File: config.mk
export PLATFORM = sky130hd
export DESIGN_NAME = fba_ram
export DESIGN_NICKNAME = d
export VERILOG_FILES = /design/src/hdl/fba_ram.sv
export SDC_FILE = /design/constraint.sdc
export NUM_CORES = 2
export LEC_CHECK = 0
export BUFFER_PORTS_ARGS = -buffer_cell sky130_fd_sc_hd__buf_2
export CAP_MARGIN = 20
export CORE_UTILIZATION = 40
export DETAILED_ROUTE_END_ITERATION = 8
export MAX_ROUTING_LAYER = met4
export PLACE_DENSITY_LB_ADDON = 0.05
export SYNTH_ARGS = -nofsm -noshare
export SYNTH_HDL_FRONTEND = slang
export SYNTH_SLANG_ARGS = --single-unit
File: constraint.sdc
create_clock -name clock -period 5.2 [get_ports clock]
set_clock_uncertainty 0.2 [all_clocks]
set_input_delay 0.78 -clock clock [delete_from_list [all_inputs] [get_ports clock]]
set_output_delay 0.78 -clock clock [all_outputs]
set_load 0.05 [all_outputs]
File: src/hdl/fba_ram.sv
// ----------------------------------------------------------------------------
// fba_ram
// Generic single-write, single-read synchronous RAM with registered read.
// ----------------------------------------------------------------------------
module fba_ram #(
   parameter int WIDTH = 8,
   parameter int DEPTH = 512
) (
   input  logic                     clock,
   input  logic                     wr_en,
   input  logic [$clog2(DEPTH)-1:0] wr_addr,
   input  logic [WIDTH-1:0]         wr_data,
   input  logic [$clog2(DEPTH)-1:0] rd_addr,
   output logic [WIDTH-1:0]         rd_data
);

   logic [WIDTH-1:0] mem_ff [DEPTH];
   logic [WIDTH-1:0] rd_data_ff;

   always_ff @(posedge clock) begin
      if (wr_en) begin
         mem_ff[wr_addr] <= wr_data;
      end
      rd_data_ff <= mem_ff[rd_addr];
   end

   assign rd_data = rd_data_ff;

endmodule

# ---- Word level (Yosys, flattened, before mapping)
# Memories as Yosys holds them, arrays and structs flattened. A register that Yosys moved wholly into a read port is not among the register bits.
# Index checks and enable logic that the tools add are counted.
dict set report classes {
  muxes 2
}
# cell count
set op_table {}
lappend op_table {{1-bit 2-to-1 mux} 2}
dict set report word_totals {
  ff_bits 0
  ram_bits 4096
  inputBits 28
  out_inout_bits 8
  wordCells 3
  mem_count 1
}
# name depth width read_ports rd_ports_with_merged_regs wr line_no
set memory_table {}
lappend memory_table {mem_ff 512 8 1 1 1 17} ;# logic [WIDTH-1:0] mem_ff [DEPTH];

# ---- Depth between registers and ports, before layout
dict set report logic_depth {
  depth_word 2
  depth_mapped 12
  ltp_nobuf 7
}

# ---- Least setup slack after synthesis
# Ideal clock, no wire load.
dict set report synth_path {
  path_kind {input-to-reg}
  from {in rd_addr[0]}
  to {reg rd_data_ff[0] (netlist: rd_data[0]), read port of mem_ff}
  setup_ps 118
  arrival_time_ps 2634
  t_required_ps 4882
  setup_slack_ps 2248
  cell_stages 10
  path_buffers 4
  path_cell_list {buf_4 > buf_12 > buf_12 > buf_2 > mux4_2 > o21ai_0 > nand3_1 > nand4_1 > o21ai_0 > o2111a_1}
}
# element line_no
set synth_rtl {}
lappend synth_rtl {{from (decl)} 13} ;# input logic [$clog2(DEPTH)-1:0] rd_addr,
lappend synth_rtl {{to (decl)} 18} ;# logic [WIDTH-1:0] rd_data_ff;

==> impl_table.tex <==
\begin{tabular}{lr}
\hline
Metric & Value \\
\hline
\multicolumn{2}{l}{\textbf{Setup path}} \\
Cell-by-cell listing of the critical path & buf\_12, buf\_12, buf\_12, mux2i\_1, o221ai\_1, nor3\_1, nor4\_1, buf\_4, o311ai\_0, nor4\_1, o2111a\_1 \\
Category of the most critical setup path & input port to register \\
Most used cell along the critical path & buf\_12 \\
Critical Path AT & about 4.6 ns \\
Critical path data required time & 5.94 ns \\
Largest fanout on the critical path & 51 \\
Delay of the slowest critical-path stage & 0.68 ns \\
Master of the slowest instance on the critical path & nor4\_1 \\
Setup crit end kind & register \\
Crit start category & input port \\
\multicolumn{2}{l}{\textbf{Drt}} \\
Initial DRT Pass Iterations & 6 \\
Iteration-0 DRC Markers & 9050 \\
Routed length per instance & around 33 um \\
Remaining number of nets flagged by the antenna check after routing & 0 \\
Vias per std cell & 5.79 \\
Count of vias placed by the detailed router & 82000 \\
Number of remaining DRC errors & 0 \\
Aggregate routed wire length & about 470000 um \\
\multicolumn{2}{l}{\textbf{Cells and area}} \\
Fill cell total of the finished layout & 33400 \\
Highest-count cells in the layout ignoring fill and taps & 4096 x edfxtp\_1, 797 x mux2i\_1, 654 x mux4\_2, 594 x nor2\_1, 452 x clkbuf\_16 \\
Most frequent standard cell in the layout excluding fill and tap cells & edfxtp\_1 \\
Util after Layout & a little under half \\
Sequential Area & $\sim$0.12 mm\^{}2 \\
Count of placed standard cells in the final layout, fillers left out & 14200 \\
Layout cells sized above 1 & a little over a fifth \\
Final layout net count & between 8000 and 9000 \\
Multi-input gate area & 0.0341 mm\^{}2 \\
Post-Layout Inst Area & 0.183 mm\^{}2 \\
Area growth, synth to finish & 14.5\% \\
\multicolumn{2}{l}{\textbf{GRT}} \\
Met1 layer usage reported by global route & 33.5\% \\
Top Usage Layer GRT & met2 \\
First-pass GRT wire length & between 600000 and 700000 um \\
Number of global-route vias before repair & 82400 \\
GRT Resource Usage Total & between 20\% and 30\% \\
Largest net degree at the start of global routing & roughly 140 \\
Met3 global-route usage & 3.12\% \\
Antenna violations before repair & 40 \\
Met2 layer usage reported by global route & a little under two fifths \\
Total congestion overflow & 0 \\
\multicolumn{2}{l}{\textbf{Power}} \\
Power per standard cell area & 384 mW/mm\^{}2 \\
Worst supply voltage drop on vdd & 0.291 mV \\
P\_leak & 58.4 nW \\
\multicolumn{2}{l}{\textbf{Synth}} \\
Area share of the largest cell type after synthesis & 76.9\% \\
Leading cell types by total area after synthesis & edfxtp\_1 77\%, mux4\_2 9.2\%, mux2i\_1 5.0\% \\
Mapped Nets & 8058 \\
Number of distinct library cells after synthesis & 51 \\
Post-synthesis average cell area & 19.9 um\^{}2 \\
Yosys warns & 0 \\
Library cell occupying the most area in the post-synthesis netlist & edfxtp\_1 \\
Gate Count Post-Synth & 8030 \\
Area of the mapped netlist & 0.160 mm\^{}2 \\
Synthesized flop and latch total & 4104 \\
Sequential area share after synthesis & 77.0\% \\
\multicolumn{2}{l}{\textbf{STA}} \\
Post-Route Setup TNS & 0 ns \\
Fin. Hold Viols & 0 \\
Final-layout worst hold slack & 0.108 ns \\
RSZ-0062 raised after global routing & no \\
Count of pins over their slew limit & 0 \\
Shortest clock period the worst path allows after layout & 3.88 ns \\
Final critical-path share of the clock period & 74.7\% \\
Total of endpoints with negative setup slack in the final report & 0 \\
Measured slew at the worst slew-check pin & around 1.2 ns \\
Remaining max-slew budget at the tightest pin & 21.3\% \\
Maximum operating frequency & 0.257 GHz \\
\multicolumn{2}{l}{\textbf{Die}} \\
Die Wd & 634 um \\
Ports placed on the boundary & 36 \\
Core footprint & between 0.3 and 0.4 mm\^{}2 \\
Total Die Area & 0.402 mm\^{}2 \\
Number of core rows & 231 \\
Initial core utilization & 40.3\% \\
Die outline height & 634 um \\
\multicolumn{2}{l}{\textbf{Placement}} \\
RePlAce Congestion & 0.841 \\
Post-placement cell area & 0.169 mm\^{}2 \\
IO Port Bufs & 35 \\
Detail Placement HPWL & roughly 290000 um \\
Number of placed cells counting well taps & 13300 \\
\multicolumn{2}{l}{\textbf{CTS}} \\
Buffer levels on the longest clock path & 4 \\
Hold Buf Count CTS & 0 \\
TritonCTS clock tree & built \\
Number of sinks handled by clock tree synthesis & 4104 \\
Count of buffers added by post-CTS timing repair for setup & 0 \\
Clk root buf & clkbuf\_16 \\
CTS buffer count & around 450 \\
Post-cts repair resize count & 0 \\
Clock latency of the later-clocked register in the worst-skew pair & 1.01 ns \\
Clock transition at the registers of the reported paths & 0.06 ns \\
H-tree depth & 5 \\
\multicolumn{2}{l}{\textbf{Status}} \\
Result of the run & finished, final reports clean \\
\multicolumn{2}{l}{\textbf{Flow run}} \\
\# Max-Cap Violations & 0 \\
\multicolumn{2}{l}{\textbf{Worst hold path}} \\
Tightest Hold Check Type & input port to register \\
\hline
\end{tabular}
## worst paths after layout
kind	from	to	slack (ns)	depth (start not counted)
max	rd_addr[0]	rd_data[4]$_DFF_P_	1.32	11
min	wr_data[2]	mem_ff[71][2]$_DFFE_PP_	0.11	1
max reg2reg	mem_ff[267][4]$_DFFE_PP_	rd_data[4]$_DFF_P_	2.01	8
min reg2reg	mem_ff[333][7]$_DFFE_PP_	rd_data[7]$_DFF_P_	0.91	6
## cell usage after synthesis (all sizes together)
| master | n |
|---|---|
| edfxtp | 4096 |
| mux2i | 797 |
| mux4 | 654 |
| nor2 | 597 |
| o221ai | 372 |
| clkbuf | 265 |
| buf | 248 |
| a21oi | 194 |
| o22ai | 163 |
| o21ai | 119 |
| nand2 | 111 |
| nor3 | 109 |
| a22oi | 61 |
| nand3 | 36 |
| nor4 | 36 |
| nand4 | 32 |
| and2 | 20 |
| a211oi | 17 |
| o31ai | 13 |
| dfxtp | 8 |
| nor3b | 8 |
| o2111a | 8 |
| o41ai | 7 |
| nor2b | 6 |
| o311ai | 6 |
| or3 | 6 |
| a22o | 5 |
| or2 | 5 |
| and3 | 4 |
| and3b | 4 |
| nand2b | 4 |
| a2111oi | 3 |
| inv | 3 |
| o22a | 3 |
| a211o | 2 |
| a31oi | 2 |
| o211ai | 2 |
| a221oi | 1 |
| nand3b | 1 |
| nor4b | 1 |
| o311a | 1 |
## registers in the layout, summed over array words and instances, names as in the netlist
name     flops
mem_ff    4096
rd_data      8
## cell type report
cell class	instances	area share, %
sequential	4104	67.2
multi-input combinational	3410	18.6
clock inverter	246	1.13
clock buffer	562	6.42
inverter	3	0.0109
tap	5242	3.58
timing repair buffer	576	2.99
antenna	22	0.0301
## stage by stage
stage	power [mW]	setup slack [ns]
floorplan	38.9	2.25
global placement	40.8	-1.49
detailed placement	40.8	0.283
CTS	71.0	1.37
global route	72.3	1.26
finish	70.4	1.32
## cell families after synthesis
logic type      after synthesis  share of synthesized area (%)
simple gates                980                           2.63
mux                        1451                           14.2
compound gates              979                           4.31
flops                      4104                           77.0
buf+inv                     516                           1.85
## power breakdown
part	switching, mW	internal [mW]
clock network	12.9	17.4
registers	0.0613	36.4
logic	2.46	1.12
total	15.4	54.9
## worst max-delay path: cells and delay by family
family                 cells  cell delay, ns
AOI/OAI and AO/OA          3            0.92
muxes                      1            0.17
buffers and inverters      4            1.22
and+or+nand+nor            3            1.37
## per-layer routing
layer	up-vias	routed length [um]
met5	-	0
met3	518	27800
met4	0	9760
met2	2804	229000
li1	34600	-
met1	44100	207000
(Power assumes the default switching activity.)
