$ cat config.mk
export PLATFORM = sky130hd
export DESIGN_NAME = fba_div
export DESIGN_NICKNAME = d
export VERILOG_FILES = /design/src/hdl/fba_pkg.sv /design/src/hdl/fba_div.sv
export SDC_FILE = /design/constraint.sdc
export NUM_CORES = 1
export LEC_CHECK = 0
export BUFFER_PORTS_ARGS = -buffer_cell sky130_fd_sc_hd__buf_2
export CORE_ASPECT_RATIO = 1.5
export CORE_MARGIN = 3
export CORE_UTILIZATION = 39
export CTS_CLUSTER_DIAMETER = 150
export CTS_CLUSTER_SIZE = 8
export DETAILED_ROUTE_END_ITERATION = 8
export GPL_ROUTABILITY_DRIVEN = 0
export PLACE_DENSITY = 0.65
export SETUP_SLACK_MARGIN = 0.15
export SYNTH_ARGS = -nofsm -noshare
export SYNTH_HDL_FRONTEND = slang
export SYNTH_SLANG_ARGS = --single-unit
$ cat constraint.sdc
create_clock -name clock -period 3.4 [get_ports clock]
set_input_delay 0.34 -clock clock [delete_from_list [all_inputs] [get_ports clock]]
set_output_delay 0.34 -clock clock [all_outputs]
set_load 0.1 [all_outputs]
$ cat src/hdl/fba_pkg.sv
// ----------------------------------------------------------------------------
// fba_pkg
// Shared types and constants of the fragment bitmap allocator.
// ----------------------------------------------------------------------------
package fba_pkg;

   localparam int DEF_MAX_FRAGS = 4096;
   localparam int DEF_MAX_FPB   = 8;
   localparam int WORD_BITS     = 8;
   localparam int CNT_W         = 13;
   localparam int ROTOR_W       = 12;
   localparam int DIVIDEND_W    = 32;

   localparam logic [CNT_W-1:0] FREE_BLOCKS_RESET = 13'd512;
   localparam logic [CNT_W-1:0] FREE_FRAGS_RESET  = 13'd0;

   localparam logic [31:0] GROUP_BASE_RESET = 32'd0;
   localparam logic [3:0]  FPB_RESET        = 4'd8;
   localparam logic [12:0] DATA_FRAGS_RESET = 13'd4096;
   localparam logic [4:0]  FRAG_SHIFT_RESET = 5'd12;

   localparam logic [1:0] CMD_ALLOC_BLOCK = 2'd0;
   localparam logic [1:0] CMD_ALLOC_FRAGS = 2'd1;
   localparam logic [1:0] CMD_FREE        = 2'd2;

   localparam logic [1:0] CSR_GROUP_BASE = 2'd0;
   localparam logic [1:0] CSR_FPB        = 2'd1;
   localparam logic [1:0] CSR_DATA_FRAGS = 2'd2;
   localparam logic [1:0] CSR_FRAG_SHIFT = 2'd3;

   typedef enum logic [3:0] {
      ST_CLEAR,
      ST_IDLE,
      ST_DISPATCH,
      ST_DIV_NBLKS,
      ST_DIV_PREF,
      ST_DIV_START,
      ST_SEG,
      ST_SCAN,
      ST_DIV_BLK,
      ST_SWEEP,
      ST_DONE
   } fba_state_type;

   typedef struct packed {
      logic busy;
      logic done;
   } fba_div_stat_type;

endpackage

$ cat src/hdl/fba_div.sv
// ----------------------------------------------------------------------------
// fba_div
// Radix-2 restoring divider, one quotient bit per cycle.
// ----------------------------------------------------------------------------
module fba_div import fba_pkg::*; #(
   parameter int DIVISOR_W = 13
) (
   input  logic                  clock,
   input  logic                  reset,
   input  logic                  go,
   input  logic [DIVIDEND_W-1:0] dividend,
   input  logic [DIVISOR_W-1:0]  divisor,
   output fba_div_stat_type      stat,
   output logic [DIVIDEND_W-1:0] quotient,
   output logic [DIVISOR_W-1:0]  remainder
);

   localparam int CNT_BITS = $clog2(DIVIDEND_W);

   logic                  busy_ff;
   logic                  done_ff;
   logic [CNT_BITS-1:0]   cnt_ff;
   logic [DIVIDEND_W-1:0] quo_ff;
   logic [DIVISOR_W-1:0]  rem_ff;
   logic [DIVISOR_W-1:0]  dvs_ff;
   logic [DIVISOR_W:0]    trial;
   logic [DIVISOR_W:0]    diff;
   logic                  take;

   always_comb begin
      trial = {rem_ff, quo_ff[DIVIDEND_W-1]};
      diff  = trial - {1'b0, dvs_ff};
      take  = (trial >= {1'b0, dvs_ff});
   end

   always_ff @(posedge clock) begin
      if (reset) begin
         busy_ff <= 1'b0;
         done_ff <= 1'b0;
         cnt_ff  <= '0;
      end else begin
         done_ff <= 1'b0;
         if (go) begin
            busy_ff <= 1'b1;
            cnt_ff  <= '0;
            quo_ff  <= dividend;
            rem_ff  <= '0;
            dvs_ff  <= divisor;
         end else if (busy_ff) begin
            rem_ff <= take ? diff[DIVISOR_W-1:0] : trial[DIVISOR_W-1:0];
            quo_ff <= {quo_ff[DIVIDEND_W-2:0], take};
            cnt_ff <= cnt_ff + 1'b1;
            if (cnt_ff == CNT_BITS'(DIVIDEND_W - 1)) begin
               busy_ff <= 1'b0;
               done_ff <= 1'b1;
            end
         end
      end
   end

   assign stat.busy = busy_ff;
   assign stat.done = done_ff;
   assign quotient  = quo_ff;
   assign remainder = rem_ff;

endmodule

Yosys cells after proc, flatten, opt, wreduce, memory -nomap -nowiden
Cells that the tools add are included.

word-level totals
  word-level logic and storage cells = 25
  register bits after elaboration = 65
  latch bits = 0
  ROM bits = 0
  memories kept = 0
  memory bits (writable) = 0
  input port bits = 48

cells by class
  shift-type cells = 0
  eq/ne operators = 1
  mux-type cells = 8
  reduce and logical (&&, ||, !) cells = 5
  add/sub/neg operators = 2
  order comparisons = 1
  div/mod/pow operators = 0
  multipliers = 0
  bitwise logic cells = 2

operators by type and width
  cell                                          count
  two-way mux 32 bit                            2
  two-way mux 13 bit                            2
  >= comparator 14 x 13 -> 1 bit                1
  subtractor 13 bit                             1
  adder 5 x 1 -> 5 bit (second input constant)  1
  equality test 5 bit (second input constant)   1
  two-way mux 1 bit                             4
  AND reduction 2 bit                           2
  OR reduction 3 bit                            1
  NOT 1 bit                                     2
  nonzero test 2 bit                            1
  OR reduction 2 bit                            1

Longest topological paths before layout
  word-level depth = 4
  gate-level depth with buffers = 12
  depth with buffers taken out = 10

Least setup slack after synthesis
OpenSTA, ideal clock, no wires.

  path type = input port to flip-flop
  start point = input port go
  end point = register quo_ff[0], in the netlist quotient[0] (enable)
  arrival = 2907 ps
  setup time = 448 ps
  cell stages on the path = 4
  path slack = 45 ps
  data required time = 2952 ps
  cell sequence = clkbuf_1 clkbuf_1 nor2_1 nor2_1

between the ends
  longest elaborated chain between the ends = 2

RTL lines
  what                                  line           source
  start, declared                       fba_div.sv:10  input logic go,
  nonzero test 2 bit (no source line)   --
  AND reduction 2 bit (no source line)  --
  end signal, assigned                  fba_div.sv:46  quo_ff <= dividend;
  end signal, assigned                  fba_div.sv:51  quo_ff <= {quo_ff[DIVIDEND_W-2:0], take};
  end, declared                         fba_div.sv:23  logic [DIVIDEND_W-1:0] quo_ff;

Every way passes these cells.
A chain may end at the register's enable or synchronous reset.

Final worst setup path
  start point = register quo_ff[31], in the netlist quotient[31]
  end point = register rem_ff[8], in the netlist remainder[8], data pin

between the ends
  longest elaborated chain between the ends = 3
  elaborated cells between the ends (all ways) = 4
  those cells by class = 1 x add/sub; 1 x order compare; 2 x mux

RTL lines
  what                                                                        line                          source
  subtractor 13 bit / >= comparator 14 x 13 -> 1 bit (equally long branches)  fba_div.sv:32, fba_div.sv:33
  two-way mux 13 bit *                                                        fba_div.sv:50                 rem_ff <= take ? diff[DIVISOR_W-1:0] : trial[DIVISOR_W-1:0];
  two-way mux 13 bit *                                                        fba_div.sv:49                 end else if (busy_ff) begin
  end signal, assigned                                                        fba_div.sv:50
  end, declared                                                               fba_div.sv:24                 logic [DIVISOR_W-1:0] rem_ff;

Every way passes the cells marked *; elsewhere a longest branch is shown, timed or not. The select of a mux whose other input is x is not followed.

==> flow_summary.toml <==
[run_status]
outcome = "completed"

[yosys]
synth-edff-count = 58
yosys.area_share.simple = 0.07235
post_synth_mux_area_share = 0.1382
post-synth-top-area-cell = "edfxtp_1"
synth_top_family_by_area = "multiplexers"
async_flop_share = 0
netlist_instances = 252
ys_seq_area_frac = 0.5727
synth_xor_area_frac = 0.03199
synth-compound-area-share = 0.07807
synth_seq_cells = 65
synth_nets = 316
avgSynthCellArea_um2 = 13.04
yosysTopAreaCellShare = 0.5301
ys.flop_type = "edfxtp_1"
synth_adder_area_share = 0.06321
synthTopCellsByArea = "edfxtp_1, mux2_2, ha_1"
synth.distinct_cells = 42
netlist_area_um2 = 3286
yosys_warnings = 0

[detailed_routing]
vias = 2255
drtIter0Drc = 130
firstDrtPassIters = 4
wl_um = 6932
vias_per_cell = 4.924
wl_per_cell_um = 15.14
antenna_left = 0
route.detailed.drc = 0

[sta]
rsz0062_at_grt = "false"
setup_viol = 0
tightestPinTransition_ns = 0.7342
slew_headroom = 0.5106
fin_crit_sh = 0.8512
period_minus_slack_ns = 2.894
final.setup_skew_ns = 0.007068
slew_violations = 0
final.setup.tns_ns = 0
hold_violations = 0
fmax_ghz = 0.3455

[final_layout]
nFillCells = 751
final_common_cell = "buf_2"
area_growth_pct = 25.82
nets = 412
n_antenna_cell = 0
layout_common_cells = "buf_2, edfxtp_1, mux2_2"
drive_gt1_frac = 0.4249
utilization = 0.5099

[power]
vdd_ir_drop_max_mv = 0.3730
p_leak_nw = 1.771
p_per_area_nw_per_um2 = 619.4

[setup_path]
critPathKind = "reg2reg"
cp-start-kind = "register"
worstPathRequired_ns = 3.44
crit_path_end_kind = "register"
cp_data_arrival_time_ns = 2.93
r2r-start = "quotient[31]"
crit_start = "quotient[31]"
worst-path-max-fanout = 18

[placement]
io_buffers = 94
hpwl_um = 5257

[floorplan]
die_width_um = 80.95
coreArea_um2 = 8108
io-pin-count = 95
die_area_um2 = 9585
start_util = 0.4052
rows = 40
die_y_um = 118.4

[clock_tree]
h-tree-depth = 3
path_clk_slew_ns = 0.06
cts_buffers = 9
clock_latency_ns = 0.33
post_cts_resized = 0
cts-root-buf = "clkbuf_16"
post_cts_buffers = 0
cts_tree = "yes"
hold_buffers = 0
clk_path_buf_depth = 2
clock-sinks = 65

[min_path]
hp-class = "in2reg"
hp-start = "divisor[3]"

[global_routing]
grt_overflow_total = 0
grt_use_total = 0.1626
grt_pass1_vias = 2406
grt_pass1_wl_um = 11730
grt_max_degree = 32
antenna_found_initial = 0

[flow_run]
drv_cap = 0
power by group:
part | total, mW | internal [mW] | switching [mW]
sequential | 0.979 | 0.946 | 0.0332
clock | 0.888 | 0.562 | 0.327
combinational | 0.693 | 0.195 | 0.499
path summary, 6_finish.rpt:
kind	to	cells after the start	slack (ns)
worst max-delay path	remainder[8]	10	0.51
worst min-delay path	dvs_ff[3]	1	0.18
worst max register to register	remainder[8]	10	0.51
worst min register to register	cnt_ff[3]	2	0.50
per-stage QoR:
step	hold slack (ns)	power [mW]	setup slack (ns)	cell area (µm²)	cells
after floorplan	0.4128	1.573	0.2915	3288	252
after global placement	0.4832	1.685	0.5448	3846	442
after detailed placement	0.4907	1.692	0.5022	3846	442
after CTS	0.1715	2.587	0.4865	4134	458
after global routing	0.1626	2.683	0.2705	4134	458
final	0.1843	2.561	0.5058	4134	458
worst max-delay path, stage by stage, from the launching register on:
cell,delay (ns)
edfxtp_1,0.41
inv_1,0.08
ha_1,0.15
inv_1,0.05
fa_1,0.40
a21o_1,0.22
a221oi_2,0.43
o21ai_2,0.09
a21o_1,0.43
nand2_1,0.23
o22ai_1,0.11
registers in the layout, indices dropped and copies added, names as in the netlist:
name / cells
dvs_ff: 13
cnt_ff: 5
quotient: 32
remainder: 13
busy_ff: 1
done_ff: 1
Yosys cell counts (3+ instances only):
master and count:
nor2_1 24, nand4_1 3, nand2_1 9, ha_1 15
dfxtp_1 7, a21oi_1 5, xnor2_1 10, and3_1 3
a21o_1 5, nand3_1 3, mux2i_1 9, a211oi_1 4
clkbuf_1 8, inv_1 19, edfxtp_1 58, o21ai_0 5
mux2_2 31
final cells by class:
cell class                      instances  area, µm²  area share
Tap cell                              105      131.4     0.03178
Inverter                               19      71.32     0.01725
Clock buffer                           10      229.0     0.05539
Sequential cell                        65       1882      0.4552
Timing Repair Buffer                   97      493.0      0.1192
Multi-Input combinational cell        156       1269      0.3069
Clock inverter                          6      58.81     0.01423
cells by family after synthesis:
| group | after synthesis |
|---|---|
| and+or+nand+nor | 52 |
| DFF | 65 |
| muxes | 41 |
| xor gates and xnor gates | 12 |
| AOI/OAI and AO/OA | 35 |
| adders and majority gates | 16 |
| buffers and inverters | 31 |
metal layers:
| metal | GRT usage | vias up | share of wire |
|---|---|---|---|
| met3 | 0.04802 | 17 | 0.053 |
| met1 | 0.1864 | 1057 | 0.39 |
| met4 | 0.07822 | 0 | 0.031 |
| met2 | 0.2706 | 62 | 0.53 |
| li1 | - | 1119 | - |
| met5 | 0 | - | 0 |
No activity file was read; power rests on OpenSTA's default activity.
